===== src/sv/slpg_pkg.sv =====
// ----------------------------------------------------------------------------
// slpg_pkg
// Shared types, pattern timing constants and colours for the status LED
// pattern generator.
// ----------------------------------------------------------------------------
package slpg_pkg;

  typedef enum logic [2:0] {
    MODE_STARTUP = 3'd0,
    MODE_BLINK   = 3'd1,
    MODE_IDLE    = 3'd2,
    MODE_HEART   = 3'd3,
    MODE_ALARM   = 3'd4
  } mode_t;

  localparam int unsigned CHAN_W  = 8;
  localparam int unsigned NUM_W   = 20;
  localparam int unsigned PROD_W  = CHAN_W + NUM_W;
  localparam int unsigned QUOT_W  = 6;

  // floor(floor(c*2n/2000000)/5) == floor(c*n/5000000)
  // c*n/5000000 == ((c*n) >> 6) / 78125, and the divide by 78125 is a
  // multiply by ceil(2^39/78125), exact for dividends below 2^22
  localparam int unsigned PRE_SHIFT   = 6;
  localparam int unsigned RECIP_W     = 23;
  localparam int unsigned RECIP_SHIFT = 39;
  localparam int unsigned SCALED_W    = RECIP_SHIFT + QUOT_W;
  localparam logic [RECIP_W-1:0] RECIP = RECIP_W'(7036875);

  localparam logic [31:0] HEART_T      = 32'd2000000;
  localparam logic [31:0] HEART_HALF   = 32'd1000000;
  localparam logic [31:0] BLINK_T      = 32'd2000000;
  localparam logic [31:0] BLINK_HALF   = 32'd1000000;
  localparam logic [31:0] ALARM_T      = 32'd500000;
  localparam logic [31:0] ALARM_HALF   = 32'd250000;
  localparam logic [31:0] STARTUP_T    = 32'd700000;
  localparam logic [31:0] STARTUP_B1   = 32'd116666;
  localparam logic [31:0] STARTUP_B2   = 32'd233333;
  localparam logic [31:0] STARTUP_B3   = 32'd350000;
  localparam logic [31:0] STARTUP_B4   = 32'd466666;
  localparam logic [31:0] STARTUP_B5   = 32'd583333;

  localparam logic [7:0] STARTUP_LEVEL = 8'd51;

  typedef struct packed {
    logic [7:0] red;
    logic [7:0] green;
    logic [7:0] blue;
  } colour_t;

  localparam colour_t COL_OFF   = '{red: 8'd0,  green: 8'd0,  blue: 8'd0};
  localparam colour_t COL_BLINK = '{red: 8'd15, green: 8'd5,  blue: 8'd1};
  localparam colour_t COL_IDLE  = '{red: 8'd25, green: 8'd12, blue: 8'd23};
  localparam colour_t COL_ALARM = '{red: 8'd51, green: 8'd0,  blue: 8'd0};

  // heart base colour, one channel at a time: 0 red, 1 green, 2 blue
  function automatic logic [CHAN_W-1:0] heart_base(input logic [1:0] ch);
    logic [CHAN_W-1:0] c;
    case (ch)
      2'd0:    c = 8'd255;
      2'd1:    c = 8'd85;
      default: c = 8'd32;
    endcase
    return c;
  endfunction

endpackage


===== src/sv/status_led_pattern_generator_top.sv =====
// ----------------------------------------------------------------------------
// status_led_pattern_generator_top
// Colour generator for one RGB status LED: startup sequence, three blink
// patterns and a triangular heart fade, driven by timestamped requests.
// ----------------------------------------------------------------------------
// One request is handled at a time and gives exactly one response. A mode set,
// a startup step or a blink step passes through S_DIFF, S_EVAL and S_WAIT to the
// response register; a heart step goes through S_HEART as well, where the shared
// scaler handles the three channels in turn, each with a multiply and then a
// reciprocal multiply for the divide. A new request is taken while the last
// response still waits; the following one waits until that response is free.
module status_led_pattern_generator_top (
  input  logic        clk,
  input  logic        rst,
  input  logic        req_valid,
  output logic        req_stall,
  input  logic        func,
  input  logic [2:0]  anim,
  input  logic [31:0] now_us,
  output logic        rsp_valid,
  input  logic        rsp_stall,
  output logic        led_write,
  output logic [7:0]  red,
  output logic [7:0]  green,
  output logic [7:0]  blue,
  output logic [2:0]  current_mode,
  output logic        mode_rejected
);

  typedef enum logic [4:0] {
    S_IDLE  = 5'b00001,
    S_DIFF  = 5'b00010,
    S_EVAL  = 5'b00100,
    S_HEART = 5'b01000,
    S_WAIT  = 5'b10000
  } state_t;

  state_t                          state;
  slpg_pkg::mode_t                 mode;
  logic [31:0]                     pattern_start;
  slpg_pkg::colour_t               colour;

  logic                            func_r;
  logic [2:0]                      anim_r;
  logic [31:0]                     now_r;
  logic [31:0]                     elapsed;
  logic                            res_write;
  logic                            res_rej;

  logic [1:0]                      ch;
  logic [slpg_pkg::NUM_W-1:0]      num;
  logic                            div_start;
  logic                            div_done;
  logic [slpg_pkg::QUOT_W-1:0]     div_quot;

  logic                            rsp_free;
  logic                            col_zero;
  logic [31:0]                     blink_t;
  logic [31:0]                     blink_half;
  slpg_pkg::colour_t               blink_on;
  logic                            heart_go;

  assign req_stall = (state != S_IDLE);
  assign rsp_free  = !rsp_valid || !rsp_stall;
  assign col_zero  = (colour == slpg_pkg::COL_OFF);
  assign heart_go  = (state == S_EVAL) && !func_r && (mode == slpg_pkg::MODE_HEART) &&
                     (elapsed < slpg_pkg::HEART_T);
  assign div_start = heart_go || ((state == S_HEART) && div_done && (ch != 2'd2));

  always_comb begin
    blink_t    = slpg_pkg::BLINK_T;
    blink_half = slpg_pkg::BLINK_HALF;
    blink_on   = slpg_pkg::COL_IDLE;
    case (mode)
      slpg_pkg::MODE_BLINK: begin
        blink_on = slpg_pkg::COL_BLINK;
      end
      slpg_pkg::MODE_ALARM: begin
        blink_t    = slpg_pkg::ALARM_T;
        blink_half = slpg_pkg::ALARM_HALF;
        blink_on   = slpg_pkg::COL_ALARM;
      end
      default: begin
        blink_on = slpg_pkg::COL_IDLE;
      end
    endcase
  end

  slpg_scale_div u_div (
    .clk   (clk),
    .rst   (rst),
    .start (div_start),
    .chan  (slpg_pkg::heart_base(heart_go ? 2'd0 : ch + 2'd1)),
    .num   (heart_go ? ((elapsed <= slpg_pkg::HEART_HALF) ?
                        elapsed[slpg_pkg::NUM_W-1:0] :
                        slpg_pkg::NUM_W'(slpg_pkg::HEART_T - elapsed)) : num),
    .done  (div_done),
    .quot  (div_quot)
  );

  always_ff @(posedge clk) begin
    if (rst) begin
      state         <= S_IDLE;
      mode          <= slpg_pkg::MODE_IDLE;
      pattern_start <= '0;
      colour        <= slpg_pkg::COL_OFF;
      rsp_valid     <= 1'b0;
    end else begin
      if ((state == S_WAIT) && rsp_free) begin
        rsp_valid <= 1'b1;
      end else if (rsp_valid && !rsp_stall) begin
        rsp_valid <= 1'b0;
      end
      unique case (state)
        S_IDLE: begin
          if (req_valid) begin
            state <= S_DIFF;
          end
        end
        S_DIFF: begin
          state <= S_EVAL;
        end
        S_EVAL: begin
          state <= S_WAIT;
          if (func_r) begin
            if (anim_r <= slpg_pkg::MODE_ALARM) begin
              mode          <= slpg_pkg::mode_t'(anim_r);
              pattern_start <= now_r;
            end
          end else begin
            unique case (mode)
              slpg_pkg::MODE_STARTUP: begin
                if (elapsed <= slpg_pkg::STARTUP_B1) begin
                  colour <= '{red: slpg_pkg::STARTUP_LEVEL, green: 8'd0, blue: 8'd0};
                end else if (elapsed <= slpg_pkg::STARTUP_B2) begin
                  colour <= slpg_pkg::COL_OFF;
                end else if (elapsed <= slpg_pkg::STARTUP_B3) begin
                  colour <= '{red: 8'd0, green: slpg_pkg::STARTUP_LEVEL, blue: 8'd0};
                end else if (elapsed <= slpg_pkg::STARTUP_B4) begin
                  colour <= slpg_pkg::COL_OFF;
                end else if (elapsed <= slpg_pkg::STARTUP_B5) begin
                  colour <= '{red: 8'd0, green: 8'd0, blue: slpg_pkg::STARTUP_LEVEL};
                end else if (elapsed < slpg_pkg::STARTUP_T) begin
                  colour <= slpg_pkg::COL_OFF;
                end
              end
              slpg_pkg::MODE_HEART: begin
                if (elapsed >= slpg_pkg::HEART_T) begin
                  pattern_start <= now_r;
                end else begin
                  state <= S_HEART;
                end
              end
              slpg_pkg::MODE_BLINK, slpg_pkg::MODE_IDLE, slpg_pkg::MODE_ALARM: begin
                if (elapsed < blink_half) begin
                  if (col_zero) begin
                    colour <= blink_on;
                  end
                end else if (elapsed < blink_t) begin
                  colour <= slpg_pkg::COL_OFF;
                end else begin
                  pattern_start <= now_r;
                end
              end
              default: begin
              end
            endcase
          end
        end
        S_HEART: begin
          if (div_done) begin
            case (ch)
              2'd0:    colour.red   <= 8'(div_quot);
              2'd1:    colour.green <= 8'(div_quot);
              default: colour.blue  <= 8'(div_quot);
            endcase
            if (ch == 2'd2) begin
              state <= S_WAIT;
            end
          end
        end
        S_WAIT: begin
          if (rsp_free) begin
            state <= S_IDLE;
          end
        end
        default: begin
          state <= S_IDLE;
        end
      endcase
    end
  end

  // request capture, elapsed time, heart channel and operand, and response payload
  always_ff @(posedge clk) begin
    if ((state == S_IDLE) && req_valid) begin
      func_r <= func;
      anim_r <= anim;
      now_r  <= now_us;
    end
    if (state == S_DIFF) begin
      elapsed <= now_r - pattern_start;
    end
    if (heart_go) begin
      ch  <= 2'd0;
      num <= (elapsed <= slpg_pkg::HEART_HALF) ? elapsed[slpg_pkg::NUM_W-1:0] :
             slpg_pkg::NUM_W'(slpg_pkg::HEART_T - elapsed);
    end else if ((state == S_HEART) && div_done) begin
      ch <= ch + 2'd1;
    end
    if (state == S_EVAL) begin
      res_rej   <= func_r && (anim_r > slpg_pkg::MODE_ALARM);
      res_write <= 1'b0;
      if (!func_r) begin
        case (mode)
          slpg_pkg::MODE_STARTUP: res_write <= elapsed < slpg_pkg::STARTUP_T;
          slpg_pkg::MODE_HEART:   res_write <= elapsed < slpg_pkg::HEART_T;
          default: begin
            res_write <= ((elapsed < blink_half) && col_zero) ||
                         ((elapsed >= blink_half) && (elapsed < blink_t) && !col_zero);
          end
        endcase
      end
    end
    if ((state == S_WAIT) && rsp_free) begin
      led_write     <= res_write;
      red           <= colour.red;
      green         <= colour.green;
      blue          <= colour.blue;
      current_mode  <= mode;
      mode_rejected <= res_rej;
    end
  end

  // checks
  a_mode_legal: assert property (@(posedge clk) disable iff (rst)
    mode <= slpg_pkg::MODE_ALARM)
    else $error("mode register outside the legal set");

  a_reject_no_write: assert property (@(posedge clk) disable iff (rst)
    rsp_valid |-> !(mode_rejected && led_write))
    else $error("rejected mode set also wrote the led");

  a_div_in_heart: assert property (@(posedge clk) disable iff (rst)
    div_done |-> state == S_HEART)
    else $error("scaler finished outside a heart step");

  a_heart_range: assert property (@(posedge clk) disable iff (rst)
    $rose(rsp_valid) && led_write && (current_mode == slpg_pkg::MODE_HEART) |->
      (red <= 8'd51) && (green <= 8'd17) && (blue <= 8'd6))
    else $error("heart level beyond its peak");

endmodule


===== src/sv/slpg_scale_div.sv =====
// ----------------------------------------------------------------------------
// slpg_scale_div
// Shared scaler: multiplies a channel level by the fade position, then
// divides by a constant through a reciprocal multiply; product and quotient are registered.
// ----------------------------------------------------------------------------
module slpg_scale_div (
  input  logic                              clk,
  input  logic                              rst,
  input  logic                              start,
  input  logic [slpg_pkg::CHAN_W-1:0]       chan,
  input  logic [slpg_pkg::NUM_W-1:0]        num,
  output logic                              done,
  output logic [slpg_pkg::QUOT_W-1:0]       quot
);

  logic                             busy;
  logic [slpg_pkg::PROD_W-1:0]      prod;
  logic [slpg_pkg::SCALED_W-1:0]    scaled;

  assign scaled = slpg_pkg::SCALED_W'(prod[slpg_pkg::PROD_W-1:slpg_pkg::PRE_SHIFT]) *
                  slpg_pkg::SCALED_W'(slpg_pkg::RECIP);

  always_ff @(posedge clk) begin
    if (rst) begin
      busy <= 1'b0;
      done <= 1'b0;
    end else begin
      busy <= start;
      done <= busy;
    end
  end

  always_ff @(posedge clk) begin
    if (start) begin
      prod <= slpg_pkg::PROD_W'(chan) * slpg_pkg::PROD_W'(num);
    end
    if (busy) begin
      quot <= scaled[slpg_pkg::RECIP_SHIFT +: slpg_pkg::QUOT_W];
    end
  end

endmodule


===== config.mk =====
export PLATFORM = sky130hd
export DESIGN_NAME = status_led_pattern_generator_top
export DESIGN_NICKNAME = d
export VERILOG_FILES = /design/src/sv/slpg_pkg.sv /design/src/sv/status_led_pattern_generator_top.sv /design/src/sv/slpg_scale_div.sv
export SDC_FILE = /design/constraint.sdc
export NUM_CORES = 1
export LEC_CHECK = 0
export BUFFER_PORTS_ARGS = -buffer_cell sky130_fd_sc_hd__buf_2
export CAP_MARGIN = 10
export CORE_MARGIN = 2
export CORE_UTILIZATION = 54
export CTS_BUF_LIST = sky130_fd_sc_hd__clkbuf_4
export CTS_CLUSTER_SIZE = 14
export DETAILED_ROUTE_END_ITERATION = 8
export PLACE_DENSITY = 0.83
export RECOVER_POWER = 50
export SETUP_SLACK_MARGIN = 0.1
export SYNTH_ARGS = -nofsm -noshare
export SYNTH_HDL_FRONTEND = slang
export SYNTH_SLANG_ARGS = --single-unit

===== constraint.sdc =====
create_clock -name clk -period 7.75 [get_ports clk]
set_clock_uncertainty 0.2 [all_clocks]
set_input_delay 0.775 -clock clk [delete_from_list [all_inputs] [get_ports clk]]
set_output_delay 0.775 -clock clk [all_outputs]
set_load 0.01 [all_outputs]

# Word-level counts from Yosys, hierarchy flattened
# Index checks and enable logic that the tools add are counted.
# Widths: inputs -> output; s select.
[word_totals]
register_bits = 222
in_bits = 40
output_inout_bits = 31
wordCells = 148
[op_classes]
addsub = 3
multipliers = 2
order_cmp = 14
n_eq_ne = 30
n_mux = 40
n_reduce_logical = 34
[ops]
columns = ["cell", "count"]
rows = [
  ["$mux 24", 11],
  ["$mux 32", 5],
  ["$pmux 24 s2", 2],
  ["$le 32x19->1 const B", 2],
  ["$le 32x20->1 const B", 2],
  ["$pmux 32 s2", 1],
  ["$mux 20", 3],
  ["$mul 22x23->45 const B", 1],
  ["$pmux 22 s2", 1],
  ["$mux 5", 7],
  ["$ge 32x20->1", 1],
  ["$ge 32x21->1 const B", 1],
  ["$le 32x17->1 const B", 1],
  ["$le 32x18->1 const B", 1],
  ["$lt 32x20->1", 1],
  ["$lt 32x20->1 const B", 1],
  ["$lt 32x21->1", 1],
  ["$lt 32x21->1 const B", 1],
  ["$sub 32x32->32", 1],
  ["$mul 8x20->28", 1],
  ["$pmux 5 s5", 1],
  ["$logic_not 24->1", 1],
  ["$mux 8", 3],
  ["$reduce_and 8->1", 3],
  ["39 further kinds", 70],
]

# Logic depth before layout (Yosys ltp)
# Gate-level depths: netlist of the first run.
[depth]
word_depth = 10
ltp_mapped = 31
ltp_nobuf = 31

# Modules after synthesis
# A second synthesis of the first run with hierarchy kept.
[unflattened]
hier_cells = 2441
area_unflattened_um2 = 24104.4
[modules_own_cells]
columns = ["mod", "n_inst", "cells_each", "area_per_inst_um2", "seq_area_each_um2"]
rows = [
  ["slpg_scale_div", 1, 1454, 14566.5, 880.8],
  ["status_led_pattern_generator_top", 1, 987, 9537.9, 4414.2],
]

# Least setup slack after synthesis of the first run
# No wires, ideal clock.
[synth_path]
kind = "reg2reg"
from = "reg elapsed[30]"
to = "reg u_div.prod[26] in the netlist's numbering (data pin)"
setup_ns = 0.258
arrival_ns = 6.814
required_ns = 7.292
setup_slack_ns = 0.478
path_stages_with_launch = 26
path_buffers = 2
period_less_slack_ns = 7.272
cell_sequence = "edfxtp_1 or4_4 or3_1 nor2_1 nand3_1 clkbuf_1 clkbuf_1 nor2_1 a21oi_1 nor2_1 fa_1 fa_1 fa_1 inv_1 fa_1 inv_1 ha_1 a21o_1 a21o_1 a21oi_1 nor3b_1 a21oi_4 a41oi_1 nand2b_1 a21oi_2 xnor2_1"
[synth_between]
elab_chain_len = 6
[synth_rtl]
columns = ["item", "line", "text"]
rows = [
  ["start, declared", "status_led_pattern_generator_top.sv:46", "logic [31:0] elapsed;"],
  ["start signal, assigned", "status_led_pattern_generator_top.sv:202", "elapsed <= now_r - pattern_start;"],
  ["$lt 32x21->1", "status_led_pattern_generator_top.sv:67", "(elapsed < slpg_pkg::HEART_T);"],
  ["$logic_and 1x1->1", "status_led_pattern_generator_top.sv:66", "assign heart_go = (state == S_EVAL) && !func_r && (mode == slpg_pkg::MODE_HEART) &&"],
  ["$mux 2", "status_led_pattern_generator_top.sv:93", ".chan (slpg_pkg::heart_base(heart_go ? 2'd0 : ch + 2'd1)),"],
  ["$eq 2x1->1 / $logic_not 2->1 (equally long branches)", "slpg_pkg.sv:59", "case (ch)"],
  ["$pmux 8 s2", "slpg_pkg.sv:59", ""],
  ["$mul 8x20->28 *", "slpg_scale_div.sv:35", "prod <= slpg_pkg::PROD_W'(chan) * slpg_pkg::PROD_W'(num);"],
  ["end signal, assigned", "slpg_scale_div.sv:35", ""],
  ["end, declared", "slpg_scale_div.sv:17", "logic [slpg_pkg::PROD_W-1:0] prod;"],
]
# Mark *: on every way between the ends. The rest lies on a longest branch, timed or not.
# A chain may end at the register's enable or synchronous reset.

# Final worst setup path of the first run
[layout_path]
from = "reg elapsed[31]"
to = "reg u_div.prod[19] in the netlist's numbering (data pin)"
# The elaborated chain is that of the path after synthesis.

==> results of run 1 <==
cells in the mapped netlist (17+ instances only):
| library cell | number |
|---|---|
| inv_1 | 481 |
| fa_1 | 325 |
| ha_1 | 297 |
| nor2_1 | 146 |
| edfxtp_1 | 121 |
| nand2_1 | 111 |
| a21oi_1 | 110 |
| dfxtp_1 | 83 |
| o21ai_0 | 66 |
| xnor2_1 | 52 |
| clkbuf_1 | 44 |
| nor3_1 | 36 |
| mux2i_1 | 32 |
| nand3_1 | 29 |
| a21o_1 | 27 |
| xor2_1 | 23 |
| nand2b_1 | 20 |
| nand4_1 | 17 |
report_power, final:
part | switching, mW | leakage [nW] | internal [mW]
combinational | 0.375 | 9.66 | 0.248
clock | 0.461 | 0.411 | 0.498
sequential | 0.0614 | 1.75 | 1.28
total | 0.898 | 11.8 | 2.03
layout make-up:
cell class | count | area [µm²] | area share
Timing Repair Buffer | 119 | 696 | 0.0278
Inverter | 481 | 1810 | 0.0721
Antenna cell | 1 | 2.50 | 0.000100
Sequential cell | 204 | 5300 | 0.212
Multi-Input combinational cell | 1531 | 15900 | 0.634
Clock inverter | 27 | 166 | 0.00665
Clock buffer | 71 | 533 | 0.0213
Tap cell | 539 | 674 | 0.0269
worst min path at each step:
| stage | from | endpoint | cells past startpoint |
|---|---|---|---|
| 2_1_floorplan | res_write | led_write | 0 |
| 3_3_place_gp | res_rej | mode_rejected | 0 |
| 3_5_place_dp | res_rej | mode_rejected | 0 |
| 4_1_cts | now_us[31] | now_r[31] | 1 |
| 5_1_grt | now_us[28] | now_r[28] | 1 |
| 6_report | now_us[31] | now_r[31] | 1 |
cell usage in the layout, fill, tap and decap left out, drive strengths merged, types with 15 or more instances in the layout:
cell    count
a21o       27
a21oi     112
and2       15
buf        93
clkbuf     97
clkinv     24
dfxtp      83
edfxtp    121
fa        325
ha        297
inv       482
mux2i      32
nand2     111
nand2b     20
nand3      29
nand4      17
nor2      146
nor2b      15
nor3       37
nor4       15
o21ai      69
or3        15
xnor2      52
xor2       23
cells by family (layout without fill, tap and decap cells):
group / count (synthesis) / after routing / synth area share
mux: 33 / 33 / 0.0144
simple gates: 463 / 463 / 0.0982
xor+xnor: 75 / 75 / 0.0285
other cells: 1 / 7 / 0.000163
buf+inv: 538 / 698 / 0.0895
compound gates: 332 / 332 / 0.0955
fa+ha+maj: 622 / 622 / 0.444
flops: 204 / 204 / 0.230
sequential cells by signal, indices dropped and copies added (netlist names), 2 cells and up:
signal,count
elapsed,32
now_r,32
pattern_start,32
u_div.prod,22
num,20
colour,18
blue,6
green,6
red,6
u_div.quot,6
state,5
anim_r,3
current_mode,3
mode,3
ch,2
per-stage QoR:
step / setup WS, ns / area (µm²)
global route: 0.0326 / 25000
floorplan: 0.478 / 23100
CTS: 0.126 / 24800
global placement: 0.119 / 24100
detailed placement: 0.117 / 24100
finish: 0.328 / 25000
layer usage:
metal	track usage	vias to the layer above	part of all wire
li1	-	7727	-
met3	0.0283	131	0.043
met4	0.0962	0	0.040
met5	0	-	0
met2	0.457	489	0.52
met1	0.291	8005	0.39
worst reg2reg max path, cell delays in order (launching register included):
cell      delay [ns]
edfxtp_1        0.35
or4_1           0.61
or3_1           0.43
nor2_1          0.16
buf_4           0.16
and3_1          0.28
nand2_1         0.12
a21boi_0        0.21
nor2b_1         0.24
a21oi_1         0.09
ha_1            0.22
or2_2           0.31
fa_1            0.51
fa_1            0.56
inv_1           0.06
fa_1            0.54
inv_1           0.05
ha_1            0.35
nand3_1         0.11
or2_2           0.36
a311oi_4        0.31
nor4_1          0.10
o21ai_2         0.26
a41oi_2         0.18
nand2b_1        0.14
a21oi_1         0.09
xnor2_1         0.13
timing repair:
action                                  CTS  global route
pin swaps                                 0             2
endpoints found under the setup margin    1            16
resized for setup                         0            42
buffers inserted                          2            14
==> results.toml, run 1 <==
[detailed_routing]
firstDrtPassIters = 6
dr_total_vias = 16400
antenna_left = 0
detail_route.wl_per_cell_um = 17.7
vias_per_cell = 5.50
first_iter_violations = 968
finalWirelength_um = 52700
drc = 0

[layout]
layout-drive-gt1-share = 0.0962
nFillCells = 3463
syn_to_final_growth_pct = 8.69
fin_cells = 2973
utilization = 0.596
nets = 3051

[setup_path]
worst_setup_path_start_kind = "flip-flop"
crit_path_end = "u_div.prod[19]"
crit_path_start = "elapsed[31]"
critical_path_class = "flip-flop to flip-flop"
crit_family = "simple AND/OR/NAND/NOR gates"
crit_cells = 26
cp_max_fo = 6
rr_worst_depth = 26
reg2reg_slack_ns = 0.33
critPathCaptureType = "flip-flop"
critPathArrivalTime_ns = 7.66
worstPathRequired_ns = 7.99
reg2reg_to = "u_div.prod[19]"
cpMaxStageDelayCell = "or4_1"
r2r-start = "elapsed[31]"
critPathMostFrequentCell = "fa_1"
path_buf_inv = 3
cp_slowest_stage_delay_ns = 0.61

[logic_synthesis]
synthCells = 2268
yosysUniqueCellTypes = 78
ys.flop_type = "edfxtp_1"
synth_area_leaders = "fa_1 (28%), ha_1 (16%), edfxtp_1 (16%)"
ys_ff_latch = 204
yosys.area.top_type_share = 0.282
synth_seq_area_share = 0.230
synth_edf_count = 121
ys.warnings.count = 0
synth_area_um2 = 23000
syn_area_per_cell_um2 = 10.2
async_flop_share = 0
synth_top_area_cell = "fa_1"

[sta]
slew_violations = 154
timing.fmax_mhz = 135
setup_viol = 0
final_hold_viol_count = 0
finalSetupTns_ns = 0
period_share = 0.958
whs_ns = 0.0479
period_minus_slack_ns = 7.42
worst_slew_pin_slew_ns = 2.80
rsz0062_at_grt = "false"
relSlewSlack = -0.872

[placed_design]
place.gp.congestion = 0.975
dp_hpwl_um = 44400
io_buffers = 64
dp.cells = 2858

[power]
power_density_nw_per_um2 = 117
p_total_mw = 2.92
leakage_nw = 11.8
peakVddDrop_mv = 0.170

[clock_tree]
htree_levels = 2
clk_pin_slew_ns = 0.07
cts_buffer_depth = 3
cts_hold_buf = 0
cts_buffers = 52
cts_tree = "built"
clkLatencyLatePin_ns = 0.70
root_buffer = "clkbuf_4"
cts.sinks = 204

[job]
drv_cap = 4

[run_status]
status = "finished with violations"
violations = "max-capacitance violations, max-slew violations"

[grt]
track_usage = 0.246
grt_pass1_wl_um = 87100
grt_max_degree = 60
grt_pass1_vias = 17500
gr-total-overflow = 0
grt_antenna_before_repair = 1

[floorplanning]
io_pins = 71
rows = 75
core_area_um2 = 42000
die_h_um = 211
die_w_um = 211
die_area_um2 = 44300
initial_core_util = 0.548

[hold_path]
hold_path.class = "input port to flip-flop"
Note: power is estimated with default switching activity, not from simulation.
==> run 2: changes to the inputs <==
--- a/config.mk
+++ b/config.mk
@@ -7,11 +7,12 @@
 export LEC_CHECK = 0
 export BUFFER_PORTS_ARGS = -buffer_cell sky130_fd_sc_hd__buf_2
 export CAP_MARGIN = 10
-export CORE_MARGIN = 2
+export CORE_MARGIN = 10
 export CORE_UTILIZATION = 54
 export CTS_BUF_LIST = sky130_fd_sc_hd__clkbuf_4
 export CTS_CLUSTER_SIZE = 14
 export DETAILED_ROUTE_END_ITERATION = 8
+export MAX_ROUTING_LAYER = met4
 export PLACE_DENSITY = 0.83
 export RECOVER_POWER = 50
 export SETUP_SLACK_MARGIN = 0.1
==> run 2 against run 1 <==
The run still ends with max-capacitance violations, max-slew violations left. Worst hold slack better by 0.0065 ns. Critical endpoint is now u_div.quot[4]. Sequential power about the same. Clock power up 2.9%. Global-route usage down 1.4 points.
==> results.toml, run 2 (synthesized netlist as in run 1, its figures left out) <==
[detailed_routing]
vias_per_cell = 5.48
first_iter_violations = 935
detail_route.wl_per_cell_um = 18.4
firstDrtPassIters = 5
finalWirelength_um = 55800
drc = 0
antenna_left = 0
dr_total_vias = 16600

[grt]
gr-total-overflow = 0
grt_max_degree = 60
grt_antenna_before_repair = 1
grt_pass1_wl_um = 91600
track_usage = 0.232
grt_pass1_vias = 17900

[layout]
multi_input_area_um2 = 15800
postLayoutCellArea_um2 = 25500
nFillCells = 3467
seqCellArea_um2 = 5300
syn_to_final_growth_pct = 10.8
layout_commonest_cell = "inv_1"
nets = 3108
final_cell_mix = "inv_1 (481), fa_1 (323), ha_1 (297)"
reg_top3 = "elapsed (32), now_r (32), pattern_start (32)"
layout-drive-gt1-share = 0.104

[placed_design]
dp_hpwl_um = 47100
place.gp.congestion = 0.990
placed_area_um2 = 24300
io_buffers = 64

[run_status]
violations = "max-capacitance violations, max-slew violations"
status = "finished with violations"

[sta]
setup_viol = 0
finalSetupTns_ns = 0
relSlewSlack = -0.924
worst_slew_pin_slew_ns = 2.88
period_minus_slack_ns = 7.40
final_hold_viol_count = 0
period_share = 0.955
timing.fmax_mhz = 135
rsz0062_at_grt = "false"
slew_violations = 97

[setup_path]
crit_family = "adder cells"
critical_path_class = "flip-flop to flip-flop"
critPathCaptureType = "flip-flop"
cp_max_fo = 4
reg2reg_slack_ns = 0.35
r2r-start = "u_div.prod[17]"
crit_chain = "fa_2 > buf_4 > fa_1 > fa_1 > fa_1 > inv_1 > fa_1 > inv_1 > fa_1 > fa_1 > ha_1 > a21o_1 > a21oi_1 > o21ai_0 > a221oi_2 > nor2b_1 > a311o_1 > a211o_1 > o41ai_2 > buf_4 > o21bai_1 > xor2_1"
rr_worst_depth = 22
cpMaxStageDelayCell = "fa_2"
worstPathRequired_ns = 8.01
path_buf_inv = 4
reg2reg_to = "u_div.quot[4]"
cp_slowest_stage_delay_ns = 0.62
critPathMostFrequentCell = "fa_1"
worst_setup_path_start_kind = "flip-flop"
critPathArrivalTime_ns = 7.66

[power]
netSwitchingFraction = 0.305
seq_power_share = 0.452
p_int_mw = 2.06
power_switching_mw = 0.906
power_density_nw_per_um2 = 116
p_clk_frac = 0.333
p_total_mw = 2.97
p_comb_frac = 0.216
peakVddDrop_mv = 0.156
leakage_nw = 12.1

[hold_path]
holdPathStages = 1
holdCritStartpoint = "now_us[7]"
worstHoldEndpoint = "now_r[7]"
hold_path.class = "input port to flip-flop"

[clock_tree]
cts_tree = "built"
clk_pin_slew_ns = 0.07
root_buffer = "clkbuf_4"
htree_levels = 2
clkLatencyLatePin_ns = 0.74
cts_buffers = 54
cts_buffer_depth = 3
cts.sinks = 204

[job]
drv_cap = 2

[floorplanning]
io_pins = 71
core_area_um2 = 42000
die_w_um = 227
rows = 75
initial_core_util = 0.548
die_h_um = 227
die_area_um2 = 51300
-- run 2: timing repair --
item                       4_1_cts  5_1_grt
buffers inserted                 0       14
hold endpoints to repair        28        0
gates resized for setup          3       26
pin swaps                        0        3
hold buffers                    28        0
setup endpoints to repair        3       16
-- run 2: per-layer routing --
metal | vias to the layer above | wire, µm | track usage
met5 | - | 0 | -
met4 | 0 | 2440 | 0.0959
met3 | 152 | 2460 | 0.0324
met2 | 465 | 29000 | 0.410
met1 | 8148 | 21900 | 0.260
li1 | 7847 | - | -
-- run 2: how the worst max path moves through the flow --
stage                    from        endpoint  slack (ns)  cells after the start
2_1_floorplan     elapsed[30]  u_div.prod[26]        0.48                     25
3_3_place_gp   u_div.prod[15]   u_div.quot[4]        0.28                     23
3_5_place_dp   u_div.prod[17]   u_div.quot[4]        0.13                     23
4_1_cts            elapsed[0]  u_div.prod[26]        0.10                     26
5_1_grt           elapsed[21]  u_div.prod[19]        0.03                     29
6_report       u_div.prod[17]   u_div.quot[4]        0.35                     22
-- run 2: cell type report --
type / instances / area share
clock inverters: 26 / 0.00652
clock buffers: 75 / 0.0221
multi-input cells: 1531 / 0.620
diodes: 1 / 0.0000981
repair buffers: 174 / 0.0465
inverters: 481 / 0.0707
well taps: 539 / 0.0264
flip-flops and latches: 204 / 0.207
-- run 2: worst reg2reg max path: stages (launching register included) --
cell      delay [ns]
edfxtp_1        0.46
fa_2            0.62
buf_4           0.13
fa_1            0.43
fa_1            0.51
fa_1            0.50
inv_1           0.06
fa_1            0.54
inv_1           0.06
fa_1            0.50
fa_1            0.49
ha_1            0.32
a21o_1          0.19
a21oi_1         0.16
o21ai_0         0.13
a221oi_2        0.34
nor2b_1         0.09
a311o_1         0.40
a211o_1         0.35
o41ai_2         0.25
buf_4           0.19
o21bai_1        0.07
xor2_1          0.15
-- run 2: through the flow --
stage	setup slack [ns]	hold slack [ns]	util	cells
6_report	0.348	0.0544	0.607	3031
5_1_grt	0.0307	0.0170	0.607	3031
4_1_cts	0.102	0.00107	0.603	3014
3_5_place_dp	0.131	0.221	0.579	2885
3_3_place_gp	0.276	0.212	0.579	2885
2_1_floorplan	0.478	0.200	-	2273
-- run 2: power by group through the flow --
stage          registers, mW  clock network, mW  logic [mW]
2_1_floorplan           1.33                  0       0.478
4_1_cts                 1.33               1.01       0.637
6_report                1.34              0.987       0.641
3_3_place_gp            1.35                  0       0.604
3_5_place_dp            1.36                  0       0.623
5_1_grt                 1.35               1.07       0.718
